[src/cmb_pkg.sv]
`default_nettype none
// ----------------------------------------------------------------------------
// cmb_pkg
// Shared types and constants of the crossover mask builder: request codes,
// field layout of the stream words and the mask store control bundle.
// ----------------------------------------------------------------------------
package cmb_pkg;

  localparam int REQ_W      = 2;
  localparam int COUNT_W    = 11;
  localparam int IDX_W      = 10;
  localparam int POS_W      = 32;
  localparam int IN_DATA_W  = 48;
  localparam int WORD_IDX_W = 4;
  localparam int MASK_W     = 64;

  // in_tdata layout, lowest bit up
  localparam int IDX_LSB  = 0;
  localparam int POS_LSB  = IDX_LSB + IDX_W;
  localparam int TAPE_BIT = POS_LSB + POS_W;

  localparam logic [REQ_W-1:0] REQ_LOAD  = 2'd0;
  localparam logic [REQ_W-1:0] REQ_XOVER = 2'd1;
  localparam logic [REQ_W-1:0] REQ_CLOSE = 2'd2;

  localparam logic [COUNT_W-1:0] MARKER_COUNT_RESET = 11'd1024;

  typedef struct packed {
    logic rd_en;
    logic wr_en;
    logic clear;
  } mask_ctl_t;

endpackage
`default_nettype wire

[src/cmb_mask_store.sv]
`default_nettype none
// ----------------------------------------------------------------------------
// cmb_mask_store
// Mask word memory with registered read. A valid bit per word
// makes unwritten or cleared words read as zero, so reset and gamete close
// clear the whole mask at once.
// ----------------------------------------------------------------------------
module cmb_mask_store #(
  parameter int DEPTH = 16,
  parameter int AW    = 4
) (
  input  wire                             clk,
  input  wire                             rst_n,
  input  cmb_pkg::mask_ctl_t              ctl,
  input  wire  [AW-1:0]                   rd_addr,
  output logic [cmb_pkg::MASK_W-1:0]      rd_data,
  input  wire  [AW-1:0]                   wr_addr,
  input  wire  [cmb_pkg::MASK_W-1:0]      wr_data
);

  logic [cmb_pkg::MASK_W-1:0] mem_r [DEPTH];
  logic [DEPTH-1:0]           vld_r;
  logic [cmb_pkg::MASK_W-1:0] rd_raw_r;
  logic                       rd_vld_r;

  always_ff @(posedge clk) begin
    if (ctl.wr_en) begin
      mem_r[wr_addr] <= wr_data;
    end
    if (ctl.rd_en) begin
      rd_raw_r <= mem_r[rd_addr];
      rd_vld_r <= vld_r[rd_addr];
    end
  end

  always_ff @(posedge clk) begin
    if (!rst_n) begin
      vld_r <= '0;
    end else if (ctl.clear) begin
      vld_r <= '0;
    end else if (ctl.wr_en) begin
      vld_r[wr_addr] <= 1'b1;
    end
  end

  assign rd_data = rd_vld_r ? rd_raw_r : '0;

endmodule
`default_nettype wire

[config.mk]
export PLATFORM = sky130hd
export DESIGN_NAME = cmb_mask_store
export DESIGN_NICKNAME = d
export VERILOG_FILES = /design/src/cmb_pkg.sv /design/src/cmb_mask_store.sv
export SDC_FILE = /design/constraint.sdc
export NUM_CORES = 1
export LEC_CHECK = 0
export BUFFER_PORTS_ARGS = -buffer_cell sky130_fd_sc_hd__buf_4
export CELL_PAD_IN_SITES_DETAIL_PLACEMENT = 2
export CELL_PAD_IN_SITES_GLOBAL_PLACEMENT = 2
export CORE_MARGIN = 4
export CORE_UTILIZATION = 52
export CTS_BUF_LIST = sky130_fd_sc_hd__clkbuf_4 sky130_fd_sc_hd__clkbuf_8
export DETAILED_ROUTE_END_ITERATION = 6
export HOLD_SLACK_MARGIN = 0.06
export PLACE_DENSITY = 0.85
export SYNTH_ARGS = -nofsm -noshare
export SYNTH_HDL_FRONTEND = slang
export SYNTH_SLANG_ARGS = --single-unit
[constraint.sdc]
create_clock -name clk -period 7.45 [get_ports clk]
set_clock_uncertainty 0.1 [all_clocks]
set_input_delay 0.3725 -clock clk [delete_from_list [all_inputs] [get_ports clk]]
set_output_delay 0.3725 -clock clk [all_outputs]
set_load 0.005 [all_outputs]
==> results of run 1 <==
-- per-stage QoR --
step | worst slack, ns | instances
floorplan | 1.50 | 1763
global placement | 4.13 | 2896
-- logic make-up after synthesis --
logic type | after synthesis | share of synthesized area (%)
buffers and inverters | 95 | 1.31
multiplexers | 260 | 14.2
flip-flops | 1105 | 80.0
AO/OA/AOI/OAI | 146 | 2.65
AND/OR/NAND/NOR | 157 | 1.90
==> out/results.tsv, run 1 <==
stage	metric	value	unit
outcome	status	did not finish	
outcome	last flow stage reached	detailed placement	
outcome	Log Error	[ERROR DPL-0033] detailed placement checks failed during check placement.	
logic_synthesis	area leader, netlist	edfxtp_1	
logic_synthesis	Syn Nets	1840	
logic_synthesis	async set or reset register ratio after synthesis	0	%
place	input/output buffers	140	
logic_synthesis	Post-Syn Area	41300	um2
logic_synthesis	cell with the most instances after synthesis	edfxtp_1	
logic_synthesis	Synth Register Bits	1105	
floorplanning	Starting Density	52.4	%
floorplanning	IO Count	141	
place	placed wire-length estimate	72.4	mm
logic_synthesis	Synth area leaders	edfxtp_1 (79%), mux4_2 (14%), a22oi_1 (2.4%)	
floorplanning	DIE WIDTH	290	um
place	Routability Congestion	0.697	
logic_synthesis	Synthesis Warnings	0	
floorplanning	die extent in y	290	um
logic_synthesis	ys flop type	edfxtp_1	
logic_synthesis	Synth top area share	79.2	%
logic_synthesis	EDFF count, synth	1089	
logic_synthesis	Netlist cell types	19	
logic_synthesis	Cells after Synth	1763	
logic_synthesis	Seq/Total Area, Yosys	80.0	%
logic_synthesis	Mapped Avg Cell Area	23.4	um2
logic_synthesis	commonest cells in the netlist	edfxtp_1 (1089), mux4_2 (260), a22oi_1 (130)	
floorplanning	row count	103	
==> run 2, diff against run 1 <==
Settings changed: CELL_PAD_IN_SITES_DETAIL_PLACEMENT 2 to unset, CELL_PAD_IN_SITES_GLOBAL_PLACEMENT 2 to unset, CORE_UTILIZATION 52 to 40, CTS_BUF_LIST sky130_fd_sc_hd__clkbuf_4 sky130_fd_sc_hd__clkbuf_8 to unset, HOLD_SLACK_MARGIN 0.06 to unset, PLACE_DENSITY 0.85 to unset, PLACE_DENSITY_LB_ADDON set to 0.15.
==> out/results.tsv, run 2 <==
stage	metric	value	unit	change
outcome	status	finished clean		
logic_synthesis	Mapped Avg Cell Area	23.4	um2	unchanged
finish	biggest regs	mem_r: 1024 flops, rd_raw_r: 64 flops, vld_r: 16 flops		
logic_synthesis	Syn Nets	1840		unchanged
setup_path	crit end category	flop		
clock_network	worst-skew pair later-pin latency	0.67	ns	
finish	max reg flops	1024		
floorplanning	die extent in y	329	um	+14%
run	Max-Cap Viols	0		
logic_synthesis	Synthesis Warnings	0		unchanged
clock_network	Root Driver	clkbuf_16		
timing	Final setup viols	0		
logic_synthesis	area leader, netlist	edfxtp_1		
timing	setup TNS	0	ns	
timing	min Tclk post-route	2.63	ns	
logic_synthesis	Synth area leaders	edfxtp_1 (79%), mux4_2 (14%), a22oi_1 (2.4%)		
logic_synthesis	Netlist cell types	19		unchanged
timing	Fin. Hold Viols	0		
finish	Area growth syn-to-layout	16.8	%	
clock_network	clk slew on worst S/H paths	0.06	ns	
pwr	Static Leak	0.0154	uW	
timing	transition time of the tightest slew-check pin	1.14	ns	
setup_path	startpoint types	input pin		
finish	most common cell after layout, fill and taps aside	edfxtp_1		
place	Routability Congestion	0.677		-2.9%
route	residual DRC count	0		
clock_network	Max Buffers Root-to-Sink	3		
global_routing	number of global-route vias before repair	20500		
floorplanning	DIE AREA	108000	um2	
place	worst slack at placement	4.00	ns	
pwr	Peak VDD IR	0.177	mV	
timing	fmax	381	MHz	
clock_network	CTS sink cnt	1105		
route	DR vias	19200		
logic_synthesis	Synth Register Bits	1105		unchanged
route	Routed WL per cell	28.0	um	
min_path	Hold Path Stages	4		
global_routing	overflow left after global routing	0		
logic_synthesis	Seq/Total Area, Yosys	80.0	%	unchanged
global_routing	initial antenna violation count	9		
setup_path	critical path data arrival time	2.94	ns	
logic_synthesis	EDFF count, synth	1089		unchanged
route	remaining antenna violation count	0		
timing	period utilization	35.3	%	
floorplanning	core area	102000	um2	
pwr	pwr dens	271	nW/um2	
global_routing	largest net degree at the start of global routing	135		
min_path	HP Class	input pin to flop		
global_routing	total track usage	18.1	%	
global_routing	first-pass GRT wire length	142	mm	
place	placed wire-length estimate	46.0	mm	-37%
setup_path	FF-to-FF path depth	3		
logic_synthesis	Cells after Synth	1763		unchanged
route	Pre-antenna DRT Iters	5		
finish	most flop-heavy register	mem_r		
clock_network	Post-CTS Setup Repair Bufs	0		
clock_network	TritonCTS clock tree	done		
timing	WHS	0.0653	ns	
min_path	hold_sp	ctl[0]		
floorplanning	Starting Density	40.4	%	-12 points
setup_path	worst setup path class	input pin to flop		
finish	layout cells sized above 1	28.9	%	
setup_path	Worst EP required	7.76	ns	
floorplanning	DIE WIDTH	329	um	+14%
timing	unrepaired setup endpoints after global routing	no		
clock_network	H-tree depth	3		
route	DRT Wirelength	97.5	mm	
setup_path	R2R Path End	rd_raw_r[15]$_DFFE_PP_		
route	Vias/cell	5.51		
floorplanning	IO Count	141		unchanged
timing	max_slew headroom	23.9	%	
setup_path	RR Startpoint	mem_r[10][15]$_DFFE_PP_		
finish	most frequent cells in the layout	edfxtp_1 (1089), mux4_2 (260), buf_4 (169)		
place	input/output buffers	140		unchanged
logic_synthesis	async set or reset register ratio after synthesis	0	%	unchanged
timing	PnR worst setup slack	4.82	ns	
logic_synthesis	commonest cells in the netlist	edfxtp_1 (1089), mux4_2 (260), a22oi_1 (130)		
logic_synthesis	ys flop type	edfxtp_1		
floorplanning	row count	117		+14%
setup_path	R2R Setup Slk	5.85	ns	
logic_synthesis	cell with the most instances after synthesis	edfxtp_1		
timing	max-slew violation count	0		
setup_path	crit-path max FO	74		
logic_synthesis	Synth top area share	79.2	%	unchanged
finish	nets	2099		
clock_network	Num CTS Buffers	110		
min_path	Worst Hold Path EP	vld_r[10]$_SDFFE_PP0P_		
logic_synthesis	Post-Syn Area	41300	um2	unchanged
route	Iter 0 DRT Violations	2202		
-- run 2: cell counts after synthesis --
Identical to the previous run, type by type.
-- run 2: final cells by class --
class	count	area (um2)
Sequential cell	1105	33000
Clock inverter	51	483
Multi-Input combinational cell	563	7870
Tap cell	1368	1710
Antenna cell	4	10.0
Clock buffer	147	3070
Timing Repair Buffer	242	2080
Fill cell	8486	53900
-- run 2: per-stage QoR --
stage	instances	total power [uW]	instance area [um2]	util (%)
final	3480	13100	48200	47.2
after global routing	3477	13600	48200	47.2
after CTS	3476	13200	48200	47.2
after detailed placement	3214	7790	44000	43.1
after global placement	3214	7770	44000	43.1
after floorplan	1763	7500	41300	-
-- run 2: cells by family after synthesis --
kind of cell | count (synthesis) | share of synthesized area, %
AOI/OAI and AO/OA | 146 | 2.65
buffers and inverters | 95 | 1.31
DFF | 1105 | 80.0
muxes | 260 | 14.2
and+or+nand+nor | 157 | 1.90
-- run 2: repair_timing --
action                                 4_1_cts  5_1_grt
gates resized for setup                      0        0
endpoints found under the hold margin     1024        0
hold buffers                                64        0
-- run 2: critical path, stage by stage --
cell and delay (ns):
buf_8 0.63, buf_4 0.93, mux4_2 0.61, a22oi_1 0.27
nand2_1 0.08
-- run 2: how the worst max path moves through the flow --
stage | cells past startpoint | startpoint | to
detailed placement | 5 | rd_addr[0] | rd_raw_r[21]$_DFFE_PP_
finish | 5 | rd_addr[0] | rd_raw_r[21]$_DFFE_PP_
CTS | 5 | rd_addr[0] | rd_raw_r[21]$_DFFE_PP_
global route | 5 | rd_addr[0] | rd_raw_r[19]$_DFFE_PP_
floorplan | 2 | wr_addr[2] | mem_r[0][0]$_DFFE_PP_
global placement | 5 | rd_addr[0] | rd_raw_r[21]$_DFFE_PP_
-- run 2: where the power goes --
part           total [uW]  switching (uW)  leakage, uW  internal [uW]
combinational         642             368      0.00365            274
clock                5430            2240      0.00173           3180
sequential           7030            36.0       0.0100           6990
total               13100            2650       0.0154          10400
-- run 2: per-layer routing --
layer,up-vias,global-route usage (%),routed length (um)
met3,116,2.92,5720
met4,4,3.61,1340
met5,-,0,28
li1,8017,-,-
met2,556,29.0,47200
met1,10500,26.6,43200
No activity file was read; power rests on OpenSTA's default activity.
